[config.mk]
export PLATFORM = sky130hd
export DESIGN_NAME = rational_arith_unit_flat
export DESIGN_NICKNAME = d
export VERILOG_FILES = /design/src/rau_pkg.sv /design/src/rau_if.sv /design/src/rau_ctrl.sv /design/src/rau_dp.sv /design/src/rational_arith_unit.sv /design/src/flat_wrapper.sv
export SDC_FILE = /design/constraint.sdc
export NUM_CORES = 2
export LEC_CHECK = 0
export BUFFER_PORTS_ARGS = -buffer_cell sky130_fd_sc_hd__buf_4
export CELL_PAD_IN_SITES_DETAIL_PLACEMENT = 1
export CELL_PAD_IN_SITES_GLOBAL_PLACEMENT = 1
export CORE_MARGIN = 2
export CORE_UTILIZATION = 45
export DETAILED_ROUTE_END_ITERATION = 7
export PLACE_DENSITY_LB_ADDON = 0.1
export SYNTH_ARGS = -nofsm -noshare
export SYNTH_HDL_FRONTEND = slang
export SYNTH_HIERARCHICAL = 1
export SYNTH_SLANG_ARGS = --single-unit
[constraint.sdc]
create_clock -name clk -period 26.6 [get_ports clk]
set_input_delay 3.99 -clock clk [delete_from_list [all_inputs] [get_ports clk]]
set_output_delay 3.99 -clock clk [all_outputs]
set_load 0.05 [all_outputs]
[src/rau_pkg.sv]
`timescale 1ns / 1ps
// ----------------------------------------------------------------------------
// rau_pkg
// Shared types and constants of the rational arithmetic unit: operation
// codes, field widths and the command and status words between controller
// and datapath.
// ----------------------------------------------------------------------------
package rau_pkg;

  localparam int FUNC_W     = 3;
  localparam int FIELD_W    = 16;
  localparam int NUM_OUT_W  = 33;
  localparam int DEN_OUT_W  = 32;
  localparam int OPER_MAX_W = 32;

  localparam logic [FUNC_W-1:0] FUNC_ADD = 3'd0;
  localparam logic [FUNC_W-1:0] FUNC_SUB = 3'd1;
  localparam logic [FUNC_W-1:0] FUNC_MUL = 3'd2;
  localparam logic [FUNC_W-1:0] FUNC_DIV = 3'd3;
  localparam logic [FUNC_W-1:0] FUNC_RED = 3'd4;

  typedef enum logic [2:0] {
    MSEL_NA_DB = 3'd0,
    MSEL_NB_DA = 3'd1,
    MSEL_NA_NB = 3'd2,
    MSEL_DA_DB = 3'd3,
    MSEL_DA_NB = 3'd4
  } mul_sel_t;

  typedef enum logic [1:0] {
    ACC_HOLD = 2'd0,
    ACC_LOAD = 2'd1,
    ACC_ADD  = 2'd2,
    ACC_SUB  = 2'd3
  } acc_op_t;

  typedef struct packed {
    logic     load;
    logic     mul_en;
    mul_sel_t mul_sel;
    acc_op_t  acc_op;
    logic     den_load;
    logic     res_pass;
    logic     res_clear;
    logic     gcd_init;
    logic     gcd_step;
    logic     g_load;
    logic     div_init_a;
    logic     div_init_b;
    logic     div_step;
    logic     red_num;
    logic     red_den;
    logic     out_load;
  } rau_cmd_t;

  typedef struct packed {
    logic [FUNC_W-1:0] func;
    logic              da_zero;
    logic              gcd_done;
    logic              div_last;
    logic              out_free;
  } rau_status_t;

endpackage

[src/rau_if.sv]
`timescale 1ns / 1ps
// ----------------------------------------------------------------------------
// rau_if
// Valid/ready channels of the rational arithmetic unit: operand channel and
// result channel.
// ----------------------------------------------------------------------------
interface rau_in_if;
  import rau_pkg::*;

  logic                       valid;
  logic                       ready;
  logic        [FUNC_W-1:0]   func;
  logic signed [FIELD_W-1:0]  num_a;
  logic signed [FIELD_W-1:0]  den_a;
  logic signed [FIELD_W-1:0]  num_b;
  logic signed [FIELD_W-1:0]  den_b;

  modport source (output valid, func, num_a, den_a, num_b, den_b, input ready);
  modport sink   (input valid, func, num_a, den_a, num_b, den_b, output ready);
endinterface

interface rau_out_if;
  import rau_pkg::*;

  logic                        valid;
  logic                        ready;
  logic signed [NUM_OUT_W-1:0] num_out;
  logic signed [DEN_OUT_W-1:0] den_out;
  logic                        valid_res;

  modport source (output valid, num_out, den_out, valid_res, input ready);
  modport sink   (input valid, num_out, den_out, valid_res, output ready);
endinterface

[src/rau_ctrl.sv]
`timescale 1ns / 1ps
// ----------------------------------------------------------------------------
// rau_ctrl
// Sequencer of the rational arithmetic unit. Steps the shared multiplier for
// the cross products, the binary gcd loop and the two exact divisions of a
// reduction, then hands the result to the output register.
// ----------------------------------------------------------------------------
module rau_ctrl (
  input  logic                 clk,
  input  logic                 rst_n,
  input  logic                 in_valid,
  output logic                 in_ready,
  input  rau_pkg::rau_status_t status,
  output rau_pkg::rau_cmd_t    cmd
);
  import rau_pkg::*;

  typedef enum logic [10:0] {
    ST_IDLE     = 11'b000_0000_0001,
    ST_DECODE   = 11'b000_0000_0010,
    ST_PROD1    = 11'b000_0000_0100,
    ST_PROD2    = 11'b000_0000_1000,
    ST_PROD_DEN = 11'b000_0001_0000,
    ST_GCD      = 11'b000_0010_0000,
    ST_DIV_A    = 11'b000_0100_0000,
    ST_RED_MID  = 11'b000_1000_0000,
    ST_DIV_B    = 11'b001_0000_0000,
    ST_RED_END  = 11'b010_0000_0000,
    ST_FINISH   = 11'b100_0000_0000
  } state_t;

  state_t state_r;
  state_t state_nxt;
  logic   is_addsub;

  assign is_addsub = (status.func == FUNC_ADD) || (status.func == FUNC_SUB);
  assign in_ready  = (state_r == ST_IDLE);

  always_comb begin
    state_nxt = state_r;
    cmd       = '0;
    unique case (state_r)
      ST_IDLE: begin
        if (in_valid) begin
          cmd.load  = 1'b1;
          state_nxt = ST_DECODE;
        end
      end
      ST_DECODE: begin
        priority if (is_addsub) begin
          cmd.mul_en  = 1'b1;
          cmd.mul_sel = MSEL_NA_DB;
          state_nxt   = ST_PROD1;
        end else if (status.func == FUNC_MUL) begin
          cmd.mul_en  = 1'b1;
          cmd.mul_sel = MSEL_NA_NB;
          state_nxt   = ST_PROD1;
        end else if (status.func == FUNC_DIV) begin
          cmd.mul_en  = 1'b1;
          cmd.mul_sel = MSEL_NA_DB;
          state_nxt   = ST_PROD1;
        end else if (status.func == FUNC_RED) begin
          if (status.da_zero) begin
            cmd.res_pass = 1'b1;
            state_nxt    = ST_FINISH;
          end else begin
            cmd.gcd_init = 1'b1;
            state_nxt    = ST_GCD;
          end
        end else begin
          cmd.res_clear = 1'b1;
          state_nxt     = ST_FINISH;
        end
      end
      ST_PROD1: begin
        cmd.acc_op = ACC_LOAD;
        cmd.mul_en = 1'b1;
        priority if (is_addsub) begin
          cmd.mul_sel = MSEL_NB_DA;
          state_nxt   = ST_PROD2;
        end else if (status.func == FUNC_MUL) begin
          cmd.mul_sel = MSEL_DA_DB;
          state_nxt   = ST_PROD_DEN;
        end else begin
          cmd.mul_sel = MSEL_DA_NB;
          state_nxt   = ST_PROD_DEN;
        end
      end
      ST_PROD2: begin
        cmd.acc_op  = (status.func == FUNC_SUB) ? ACC_SUB : ACC_ADD;
        cmd.mul_en  = 1'b1;
        cmd.mul_sel = MSEL_DA_DB;
        state_nxt   = ST_PROD_DEN;
      end
      ST_PROD_DEN: begin
        cmd.den_load = 1'b1;
        state_nxt    = ST_FINISH;
      end
      ST_GCD: begin
        if (status.gcd_done) begin
          cmd.g_load     = 1'b1;
          cmd.div_init_a = 1'b1;
          state_nxt      = ST_DIV_A;
        end else begin
          cmd.gcd_step = 1'b1;
        end
      end
      ST_DIV_A: begin
        cmd.div_step = 1'b1;
        if (status.div_last) begin
          state_nxt = ST_RED_MID;
        end
      end
      ST_RED_MID: begin
        cmd.red_num    = 1'b1;
        cmd.div_init_b = 1'b1;
        state_nxt      = ST_DIV_B;
      end
      ST_DIV_B: begin
        cmd.div_step = 1'b1;
        if (status.div_last) begin
          state_nxt = ST_RED_END;
        end
      end
      ST_RED_END: begin
        cmd.red_den = 1'b1;
        state_nxt   = ST_FINISH;
      end
      ST_FINISH: begin
        if (status.out_free) begin
          cmd.out_load = 1'b1;
          state_nxt    = ST_IDLE;
        end
      end
      default: begin
        state_nxt = ST_IDLE;
      end
    endcase
  end

  always_ff @(posedge clk) begin
    if (!rst_n) begin
      state_r <= ST_IDLE;
    end else begin
      state_r <= state_nxt;
    end
  end

  // an accepted transaction always leaves idle for decode
  assert property (@(posedge clk) disable iff (!rst_n)
    (state_r == ST_IDLE) && in_valid |=> (state_r == ST_DECODE))
    else $error("accepted transaction not decoded");

  // a result is only handed over when the output register can take it
  assert property (@(posedge clk) disable iff (!rst_n)
    cmd.out_load |-> status.out_free)
    else $error("result loaded over a pending transaction");

  // reduction only starts on a reduce with a nonzero denominator
  assert property (@(posedge clk) disable iff (!rst_n)
    cmd.gcd_init |-> (status.func == FUNC_RED) && !status.da_zero)
    else $error("gcd started on wrong operation");

endmodule

[src/rau_dp.sv]
`timescale 1ns / 1ps
// ----------------------------------------------------------------------------
// rau_dp
// Datapath of the rational arithmetic unit: operand registers, one shared
// signed multiplier with accumulator, binary gcd unit, restoring divider and
// the output register.
// ----------------------------------------------------------------------------
module rau_dp #(
  parameter int OW = 16
) (
  input  logic                                    clk,
  input  logic                                    rst_n,
  input  rau_pkg::rau_cmd_t                       cmd,
  output rau_pkg::rau_status_t                    status,
  input  logic        [rau_pkg::FUNC_W-1:0]       in_func,
  input  logic signed [rau_pkg::FIELD_W-1:0]      in_num_a,
  input  logic signed [rau_pkg::FIELD_W-1:0]      in_den_a,
  input  logic signed [rau_pkg::FIELD_W-1:0]      in_num_b,
  input  logic signed [rau_pkg::FIELD_W-1:0]      in_den_b,
  output logic                                    out_valid,
  input  logic                                    out_ready,
  output logic signed [rau_pkg::NUM_OUT_W-1:0]    out_num_out,
  output logic signed [rau_pkg::DEN_OUT_W-1:0]    out_den_out,
  output logic                                    out_valid_res
);
  import rau_pkg::*;

  localparam int KW = $clog2(OW);
  localparam int CW = $clog2(OW);

  // operand registers
  logic        [FUNC_W-1:0]    func_r, func_nxt;
  logic signed [OW-1:0]        na_r, na_nxt, da_r, da_nxt, nb_r, nb_nxt, db_r, db_nxt;

  // multiplier and accumulator
  logic signed [OW-1:0]        mul_a, mul_b;
  logic signed [2*OW-1:0]      prod_r, prod_nxt;
  logic signed [63:0]          prod_ext;
  logic signed [NUM_OUT_W-1:0] prod_num;
  logic signed [NUM_OUT_W-1:0] acc_r, acc_nxt;
  logic signed [DEN_OUT_W-1:0] den_r, den_nxt;

  // gcd and divider
  logic [OW-1:0]               mag_na, mag_da;
  logic [OW-1:0]               ga_r, ga_nxt, gb_r, gb_nxt, g_r, g_nxt;
  logic [KW-1:0]               k_r, k_nxt;
  logic [OW-1:0]               dq_r, dq_nxt, rem_r, rem_nxt;
  logic [CW-1:0]               cnt_r, cnt_nxt;
  logic [OW:0]                 rem_sh, diff;
  logic                        neg;

  // output register
  logic                        ov_r, ov_nxt;
  logic signed [NUM_OUT_W-1:0] onum_r;
  logic signed [DEN_OUT_W-1:0] oden_r;
  logic                        ovres_r;

  logic [OPER_MAX_W-1:0]       ext_na, ext_da, ext_nb, ext_db;

  assign ext_na = OPER_MAX_W'({1'b0, in_num_a});
  assign ext_da = OPER_MAX_W'({1'b0, in_den_a});
  assign ext_nb = OPER_MAX_W'({1'b0, in_num_b});
  assign ext_db = OPER_MAX_W'({1'b0, in_den_b});

  assign mag_na   = na_r[OW-1] ? OW'(-na_r) : OW'(na_r);
  assign mag_da   = da_r[OW-1] ? OW'(-da_r) : OW'(da_r);
  assign neg      = na_r[OW-1] ^ da_r[OW-1];
  assign prod_ext = 64'(prod_r);
  assign prod_num = prod_ext[NUM_OUT_W-1:0];
  assign rem_sh   = {rem_r, dq_r[OW-1]};
  assign diff     = rem_sh - {1'b0, g_r};

  always_comb begin
    unique case (cmd.mul_sel)
      MSEL_NA_DB: begin mul_a = na_r; mul_b = db_r; end
      MSEL_NB_DA: begin mul_a = nb_r; mul_b = da_r; end
      MSEL_NA_NB: begin mul_a = na_r; mul_b = nb_r; end
      MSEL_DA_DB: begin mul_a = da_r; mul_b = db_r; end
      MSEL_DA_NB: begin mul_a = da_r; mul_b = nb_r; end
      default:    begin mul_a = na_r; mul_b = db_r; end
    endcase
  end

  always_comb begin
    func_nxt = func_r;
    na_nxt   = na_r;
    da_nxt   = da_r;
    nb_nxt   = nb_r;
    db_nxt   = db_r;
    prod_nxt = prod_r;
    acc_nxt  = acc_r;
    den_nxt  = den_r;
    ga_nxt   = ga_r;
    gb_nxt   = gb_r;
    k_nxt    = k_r;
    g_nxt    = g_r;
    dq_nxt   = dq_r;
    rem_nxt  = rem_r;
    cnt_nxt  = cnt_r;

    if (cmd.load) begin
      func_nxt = in_func;
      na_nxt   = ext_na[OW-1:0];
      da_nxt   = ext_da[OW-1:0];
      nb_nxt   = ext_nb[OW-1:0];
      db_nxt   = ext_db[OW-1:0];
    end

    if (cmd.mul_en) begin
      prod_nxt = mul_a * mul_b;
    end

    unique case (cmd.acc_op)
      ACC_HOLD: ;
      ACC_LOAD: acc_nxt = prod_num;
      ACC_ADD:  acc_nxt = acc_r + prod_num;
      ACC_SUB:  acc_nxt = acc_r - prod_num;
      default:  ;
    endcase

    if (cmd.den_load) begin
      den_nxt = prod_ext[DEN_OUT_W-1:0];
    end
    if (cmd.res_pass) begin
      acc_nxt = NUM_OUT_W'(na_r);
      den_nxt = '0;
    end
    if (cmd.res_clear) begin
      acc_nxt = '0;
      den_nxt = '0;
    end

    // binary gcd on the magnitudes
    if (cmd.gcd_init) begin
      ga_nxt = mag_na;
      gb_nxt = mag_da;
      k_nxt  = '0;
    end
    if (cmd.gcd_step) begin
      priority if (!ga_r[0] && !gb_r[0]) begin
        ga_nxt = ga_r >> 1;
        gb_nxt = gb_r >> 1;
        k_nxt  = k_r + KW'(1);
      end else if (!ga_r[0]) begin
        ga_nxt = ga_r >> 1;
      end else if (!gb_r[0]) begin
        gb_nxt = gb_r >> 1;
      end else if (ga_r >= gb_r) begin
        ga_nxt = (ga_r - gb_r) >> 1;
      end else begin
        gb_nxt = (gb_r - ga_r) >> 1;
      end
    end
    if (cmd.g_load) begin
      g_nxt = (ga_r | gb_r) << k_r;
    end

    // restoring divider, one quotient bit per cycle
    if (cmd.div_init_a) begin
      dq_nxt  = mag_na;
      rem_nxt = '0;
      cnt_nxt = CW'(OW - 1);
    end
    if (cmd.div_init_b) begin
      dq_nxt  = mag_da;
      rem_nxt = '0;
      cnt_nxt = CW'(OW - 1);
    end
    if (cmd.div_step) begin
      if (!diff[OW]) begin
        rem_nxt = diff[OW-1:0];
        dq_nxt  = {dq_r[OW-2:0], 1'b1};
      end else begin
        rem_nxt = rem_sh[OW-1:0];
        dq_nxt  = {dq_r[OW-2:0], 1'b0};
      end
      cnt_nxt = cnt_r - CW'(1);
    end

    if (cmd.red_num) begin
      acc_nxt = neg ? -NUM_OUT_W'(dq_r) : NUM_OUT_W'(dq_r);
    end
    if (cmd.red_den) begin
      den_nxt = DEN_OUT_W'(dq_r);
    end
  end

  always_comb begin
    ov_nxt = ov_r;
    if (cmd.out_load) begin
      ov_nxt = 1'b1;
    end else if (out_ready) begin
      ov_nxt = 1'b0;
    end
  end

  always_ff @(posedge clk) begin
    func_r <= func_nxt;
    na_r   <= na_nxt;
    da_r   <= da_nxt;
    nb_r   <= nb_nxt;
    db_r   <= db_nxt;
    prod_r <= prod_nxt;
    acc_r  <= acc_nxt;
    den_r  <= den_nxt;
    ga_r   <= ga_nxt;
    gb_r   <= gb_nxt;
    k_r    <= k_nxt;
    g_r    <= g_nxt;
    dq_r   <= dq_nxt;
    rem_r  <= rem_nxt;
    cnt_r  <= cnt_nxt;
    if (cmd.out_load) begin
      onum_r  <= acc_r;
      oden_r  <= den_r;
      ovres_r <= (den_r != '0);
    end
  end

  always_ff @(posedge clk) begin
    if (!rst_n) begin
      ov_r <= 1'b0;
    end else begin
      ov_r <= ov_nxt;
    end
  end

  assign status.func     = func_r;
  assign status.da_zero  = (da_r == '0);
  assign status.gcd_done = (ga_r == '0) || (gb_r == '0);
  assign status.div_last = (cnt_r == '0);
  assign status.out_free = !ov_r || out_ready;

  assign out_valid     = ov_r;
  assign out_num_out   = onum_r;
  assign out_den_out   = oden_r;
  assign out_valid_res = ovres_r;

  // gcd steps only run while both values are nonzero
  assert property (@(posedge clk) disable iff (!rst_n)
    cmd.gcd_step |-> (ga_r != '0) && (gb_r != '0))
    else $error("gcd step on finished values");

  // common power of two never exceeds the operand width
  assert property (@(posedge clk) disable iff (!rst_n)
    cmd.gcd_step && !ga_r[0] && !gb_r[0] |-> (k_r != KW'(OW - 1)))
    else $error("gcd shift count overflow");

  // the gcd divides the numerator exactly
  assert property (@(posedge clk) disable iff (!rst_n)
    cmd.red_num |-> (rem_r == '0))
    else $error("numerator division left a remainder");

  // the gcd divides the denominator exactly
  assert property (@(posedge clk) disable iff (!rst_n)
    cmd.red_den |-> (rem_r == '0))
    else $error("denominator division left a remainder");

endmodule

[src/rational_arith_unit.sv]
`timescale 1ns / 1ps
// ----------------------------------------------------------------------------
// rational_arith_unit
// Add, subtract, multiply and divide of signed fractions by cross
// multiplication, and gcd reduction of the first operand.
// ----------------------------------------------------------------------------
//  channel  direction  handshake          payload
//  in_ch    sink       valid/ready        func, num_a, den_a, num_b, den_b
//  out_ch   source     valid/ready        num_out, den_out, valid_res
//
//  add and subtract take three multiplier products per transaction, multiply
//  and divide two, all paced by the single shared multiplier.
//  reduce runs the binary gcd loop and then two exact divisions in the
//  restoring divider; a zero denominator on reduce skips both and passes
//  the numerator through.
//  one transaction is worked at a time; the next one is accepted while the
//  previous result waits in the output register.
//  synchronous active-low reset clears the sequencer and the output valid.
// ----------------------------------------------------------------------------
module rational_arith_unit #(
  parameter int OPERAND_WIDTH = 16
) (
  input logic       clk,
  input logic       rst_n,
  rau_in_if.sink    in_ch,
  rau_out_if.source out_ch
);
  import rau_pkg::*;

  rau_cmd_t    cmd;
  rau_status_t status;

  rau_ctrl u_ctrl (
    .clk      (clk),
    .rst_n    (rst_n),
    .in_valid (in_ch.valid),
    .in_ready (in_ch.ready),
    .status   (status),
    .cmd      (cmd)
  );

  rau_dp #(
    .OW (OPERAND_WIDTH)
  ) u_dp (
    .clk           (clk),
    .rst_n         (rst_n),
    .cmd           (cmd),
    .status        (status),
    .in_func       (in_ch.func),
    .in_num_a      (in_ch.num_a),
    .in_den_a      (in_ch.den_a),
    .in_num_b      (in_ch.num_b),
    .in_den_b      (in_ch.den_b),
    .out_valid     (out_ch.valid),
    .out_ready     (out_ch.ready),
    .out_num_out   (out_ch.num_out),
    .out_den_out   (out_ch.den_out),
    .out_valid_res (out_ch.valid_res)
  );

endmodule

[src/flat_wrapper.sv]
// flat-port wrapper written by rule: the top's interface ports become plain ports
module rational_arith_unit_flat import rau_pkg::*;
#(
  parameter int OPERAND_WIDTH = 16
)
  (clk, rst_n, in_ch_valid, in_ch_func, in_ch_num_a, in_ch_den_a, in_ch_num_b, in_ch_den_b, in_ch_ready, out_ch_valid, out_ch_num_out, out_ch_den_out, out_ch_valid_res, out_ch_ready);
  rau_in_if in_ch_i ();
  rau_out_if out_ch_i ();
  input logic clk;
  input logic rst_n;
  input wire logic [$bits(in_ch_i.valid)-1:0] in_ch_valid;
  input wire logic [$bits(in_ch_i.func)-1:0] in_ch_func;
  input wire logic [$bits(in_ch_i.num_a)-1:0] in_ch_num_a;
  input wire logic [$bits(in_ch_i.den_a)-1:0] in_ch_den_a;
  input wire logic [$bits(in_ch_i.num_b)-1:0] in_ch_num_b;
  input wire logic [$bits(in_ch_i.den_b)-1:0] in_ch_den_b;
  output wire logic [$bits(in_ch_i.ready)-1:0] in_ch_ready;
  output wire logic [$bits(out_ch_i.valid)-1:0] out_ch_valid;
  output wire logic [$bits(out_ch_i.num_out)-1:0] out_ch_num_out;
  output wire logic [$bits(out_ch_i.den_out)-1:0] out_ch_den_out;
  output wire logic [$bits(out_ch_i.valid_res)-1:0] out_ch_valid_res;
  input wire logic [$bits(out_ch_i.ready)-1:0] out_ch_ready;
  assign in_ch_i.valid = in_ch_valid;
  assign in_ch_i.func = in_ch_func;
  assign in_ch_i.num_a = in_ch_num_a;
  assign in_ch_i.den_a = in_ch_den_a;
  assign in_ch_i.num_b = in_ch_num_b;
  assign in_ch_i.den_b = in_ch_den_b;
  assign in_ch_ready = in_ch_i.ready;
  assign out_ch_valid = out_ch_i.valid;
  assign out_ch_num_out = out_ch_i.num_out;
  assign out_ch_den_out = out_ch_i.den_out;
  assign out_ch_valid_res = out_ch_i.valid_res;
  assign out_ch_i.ready = out_ch_ready;
  rational_arith_unit #(.OPERAND_WIDTH(OPERAND_WIDTH)) u_core (.clk(clk), .rst_n(rst_n), .in_ch(in_ch_i), .out_ch(out_ch_i));
endmodule
==> run summary <==
==================================================================================
Insertion delay to the later sink of the worst-skew pair                   0.57 ns
Ratio of cells with drive above 1 in the final layout                        10.4%
Count of unique library cells instantiated by Yosys                             92
HPWL reported at the end of detailed placement                             75.9 mm
CTS root buf                                                          sky130_fd_sc_hd__clkbuf_16
Worst-case headroom to the max-slew limit                                    16.9%
Portion of synthesized cell area occupied by the leading cell type           26.9%
Clk pin slew, worst setup/hold paths                                       0.06 ns
Share of synthesized cell area in and, or, nand and nor gates                13.7%
Library cell occupying the most area in the post-synthesis netlist    sky130_fd_sc_hd__edfxtp_1
Post-cts resize count                                                            0
Port Buffer Count                                                              138
Destination of the worst register-to-register timing path             u_core/u_dp/prod_r[30]$_DFFE_PP_
Max Clock Freq                                                          0.0944 GHz
Min-delay worst type                                                    reg -> reg
Total standard cell area after synthesis                                29,700 um2
GRT Overall Usage                                                            28.1%
Number of sinks handled by clock tree synthesis                                330
Async set-reset flop share out of synthesis                                     0%
Terminating pin of the worst hold path                                u_core/u_dp/out_den_out[9]$_DFFE_PP_
Category of the worst setup path capture point                                flop
Avg Inst Size Synth                                                       9.69 um2
Source of the critical timing path                                    u_core/u_ctrl/state_r[7]$_SDFFE_PN0P_
Multiplexer area fraction after synthesis                                    3.30%
Die H                                                                       261 um
Count of final max-slew check failures                                           0
Floorplan die area                                                      68,100 um2
Antenna violations before repair                                                 1
Hold violation total from the final report                                       0
YS warnings                                                                      6
Highest net fanout along the worst path                                         26
Xor and xnor fraction of the mapped netlist area                             5.31%
Synth Area in Adders                                                         25.7%
Worst reg2reg path startpoint                                         u_core/u_ctrl/state_r[7]$_SDFFE_PN0P_
Setup repair after global routing missed its margin                             no
Depth of the CTS H-tree                                                          2
Antenna diode instance count                                                     0
Arrival time at the worst endpoint                                        10.90 ns
IO Count                                                                       139
Period minus WS final                                                     10.59 ns
Iteration-0 DRC count of the detailed router                                 2,338
Sum of routed wire length over all layers                                  95.2 mm
Die outline width                                                           261 um
Placeable core area                                                     65,500 um2
Origin of the worst min-delay path                                    u_core/u_dp/den_r[9]$_DFFE_PP_
Detailed-route via count                                                    23,500
Number of enable-type register cells in the synthesized netlist                266
Data required time of the critical path                                   26.92 ns
DR DRC count                                                                     0
Prevailing post-synth register cell                                   sky130_fd_sc_hd__edfxtp_1
Effective utilization at floorplan                                           45.3%
Worst Hold Path Cells                                                            0
Post-Syn Nets                                                                3,585
Worst clock skew on the final layout                                     0.0183 ns
Overall overflow remaining after global route                                    0
Actual slew at the worst max-slew pin                                      1.25 ns
Hold-fix buffers, CTS                                                            0
Vias per Instance                                                             5.80
Fraction of the cycle the final worst path needs                             39.8%
Number of core rows                                                             94
Gate count after technology mapping                                          3,064
Pin count of the biggest net entering global routing                            68
Outcome                                                               finished, final reports clean
Worst path slowest cell                                               sky130_fd_sc_hd__nor2_2
Seq/Total Area, Yosys                                                        31.2%
Signed area change from the synthesized netlist to the final layout          11.2%
Compound-Gate Fraction of Synth Area                                         13.9%
First-pass GRT wire length                                                  147 mm
Main area contributors after synthesis                                sky130_fd_sc_hd__edfxtp_1 (27%), sky130_fd_sc_hd__fa_1 (18%), sky130_fd_sc_hd__ha_1 (7.8%), sky130_fd_sc_hd__inv_1 (5.2%), sky130_fd_sc_hd__dfxtp_1 (4.3%)
Most Frequent Cell on Critical Path                                   sky130_fd_sc_hd__fa_1
Final number of setup-violating endpoints                                        0
Number of detailed-route iterations in the first pass                            7
Worst setup SP type                                                           flop
Worst path max stage delay                                                 0.86 ns
Setup slack, reg-to-reg                                                   16.01 ns
Clock tree from TritonCTS                                                     done
Post-route setup TNS                                                          0 ns
R2R depth                                                                       30
Count of state elements after synthesis                                        330
Via count of the first global-routing pass                                  24,900
Number of maximum-capacitance constraint violations                              0
Total clock buffers created by CTS                                              39
Count of antenna-violating nets left after detailed routing                      0
Category of the critical setup timing path                              reg -> reg
Clock Path Buffers                                                               3
Setup fix buffers added after clock tree synthesis                               0
Routability Congestion                                                       0.940
Main combinational cell family by area after synthesis                 adder cells
Wire length per cell                                                       23.5 um
# nets final                                                                 3,682
==================================================================================
==> sequential cells by signal (all words and copies together), names as in the netlist <==
register                   cells
u_core/u_dp/ga_r              16
u_core/u_dp/func_r             3
u_core/u_ctrl/state_r         11
u_core/u_dp/cnt_r              4
u_core/u_dp/out_num_out       33
u_core/u_dp/out_valid_res      1
u_core/u_dp/db_r              16
u_core/u_dp/gb_r              16
u_core/u_dp/nb_r              16
u_core/u_dp/out_valid          1
u_core/u_dp/g_r               16
u_core/u_dp/da_r              16
u_core/u_dp/na_r              16
u_core/u_dp/out_den_out       32
u_core/u_dp/den_r             32
u_core/u_dp/k_r                4
u_core/u_dp/rem_r             16
u_core/u_dp/acc_r             33
u_core/u_dp/prod_r            32
u_core/u_dp/dq_r              16
==> cells in the mapped netlist, types with 29 or more instances <==
master                     number
sky130_fd_sc_hd__nor4_1        32
sky130_fd_sc_hd__ha_1         184
sky130_fd_sc_hd__nand3_1       29
sky130_fd_sc_hd__fa_1         266
sky130_fd_sc_hd__a21o_1        30
sky130_fd_sc_hd__clkbuf_1     110
sky130_fd_sc_hd__edfxtp_1     266
sky130_fd_sc_hd__dfxtp_1       64
sky130_fd_sc_hd__a21oi_1      155
sky130_fd_sc_hd__xnor2_1      109
sky130_fd_sc_hd__nor2_1       311
sky130_fd_sc_hd__inv_1        409
sky130_fd_sc_hd__xor2_1        68
sky130_fd_sc_hd__nand2_1      272
sky130_fd_sc_hd__nor3_1        52
sky130_fd_sc_hd__mux2i_1       72
sky130_fd_sc_hd__o21ai_0      117
sky130_fd_sc_hd__and2_1        40
sky130_fd_sc_hd__a221oi_1      32
==> layout by cell type, fill, tap and decap left out, types with 19 or more instances in the layout <==
cell and count:
sky130_fd_sc_hd__a211oi_1 28, sky130_fd_sc_hd__a21o_1 30, sky130_fd_sc_hd__a21oi_1 155, sky130_fd_sc_hd__a221o_1 26
sky130_fd_sc_hd__a221oi_1 31, sky130_fd_sc_hd__a22o_1 27, sky130_fd_sc_hd__and2_1 39, sky130_fd_sc_hd__buf_4 181
sky130_fd_sc_hd__clkbuf_16 39, sky130_fd_sc_hd__dfxtp_1 64, sky130_fd_sc_hd__edfxtp_1 266, sky130_fd_sc_hd__fa_1 266
sky130_fd_sc_hd__ha_1 184, sky130_fd_sc_hd__inv_1 409, sky130_fd_sc_hd__mux2_2 19, sky130_fd_sc_hd__mux2i_1 72
sky130_fd_sc_hd__nand2_1 272, sky130_fd_sc_hd__nand2b_1 24, sky130_fd_sc_hd__nand3_1 29, sky130_fd_sc_hd__nor2_1 305
sky130_fd_sc_hd__nor2b_1 25, sky130_fd_sc_hd__nor3_1 52, sky130_fd_sc_hd__nor4_1 32, sky130_fd_sc_hd__o21a_1 21
sky130_fd_sc_hd__o21ai_0 117, sky130_fd_sc_hd__o21bai_1 19, sky130_fd_sc_hd__o31ai_1 22, sky130_fd_sc_hd__xnor2_1 109
sky130_fd_sc_hd__xor2_1 68
==> worst max path at each step <==
stage | end | cells after the start | slack, ns
detailed placement | u_core/u_dp/prod_r[30]$_DFFE_PP_ | 30 | 16.13
global placement | u_core/u_dp/prod_r[31]$_DFFE_PP_ | 28 | 16.47
global route | u_core/u_dp/prod_r[30]$_DFFE_PP_ | 30 | 15.37
finish | u_core/u_dp/prod_r[30]$_DFFE_PP_ | 30 | 16.01
CTS | u_core/u_dp/prod_r[30]$_DFFE_PP_ | 30 | 16.11
floorplan | u_core/u_dp/prod_r[31]$_DFFE_PP_ | 31 | 18.17
==> metrics by stage <==
stage	std cells	worst slack (ns)	cell area [um2]	hold slack (ns)	util (%)
3_3_place_gp	3984	16.47	31700	0.439	48.4
4_1_cts	4054	16.11	33000	0.456	50.4
5_1_grt	4054	15.37	33000	0.465	50.4
3_5_place_dp	3984	16.13	31700	0.441	48.4
6_report	4054	16.01	33000	0.453	50.4
2_1_floorplan	3064	18.17	29700	0.426	-
==> cells by family (layout without fill, tap and decap cells) <==
group                      Yosys count  in the layout
DFF                                330            330
xor gates and xnor gates           178            178
muxes                               93             93
and+or+nand+nor                    870            870
AOI/OAI and AO/OA                  607            607
adders and majority gates          450            450
buffers and inverters              536            662
==> critical path, delay by kind of cell, from the launching register on <==
family                   cells  cell delay [ns]
flip-flops                   1             0.42
adder cells (fa/ha/maj)      7             3.42
AND/OR/NAND/NOR              7             3.21
AO/OA/AOI/OAI                9             2.48
buffers and inverters        5             0.52
XOR/XNOR                     2             0.28
==> layer usage <==
metal	vias to the layer above	part of all wire, %	track usage [%]
met4	0	3.0	8.51
li1	10700	-	-
met2	732	44	44.0
met3	140	5.6	3.59
met1	11900	47	40.8
met5	-	0	0
==> cell type report <==
| cell class | instances | area, um2 |
|---|---|---|
| Timing Repair Buffer | 181 | 1360 |
| Tap cell | 864 | 1080 |
| Clock buffer | 51 | 1050 |
| Fill cell | 7329 | 32500 |
| Clock inverter | 19 | 273 |
| Inverter | 411 | 1540 |
| Multi-Input combinational cell | 2198 | 18500 |
| Sequential cell | 330 | 9270 |
Power is left out: the tool's default activity adds up to more than one toggle a clock period on the data nets, which glitch-free logic cannot reach.
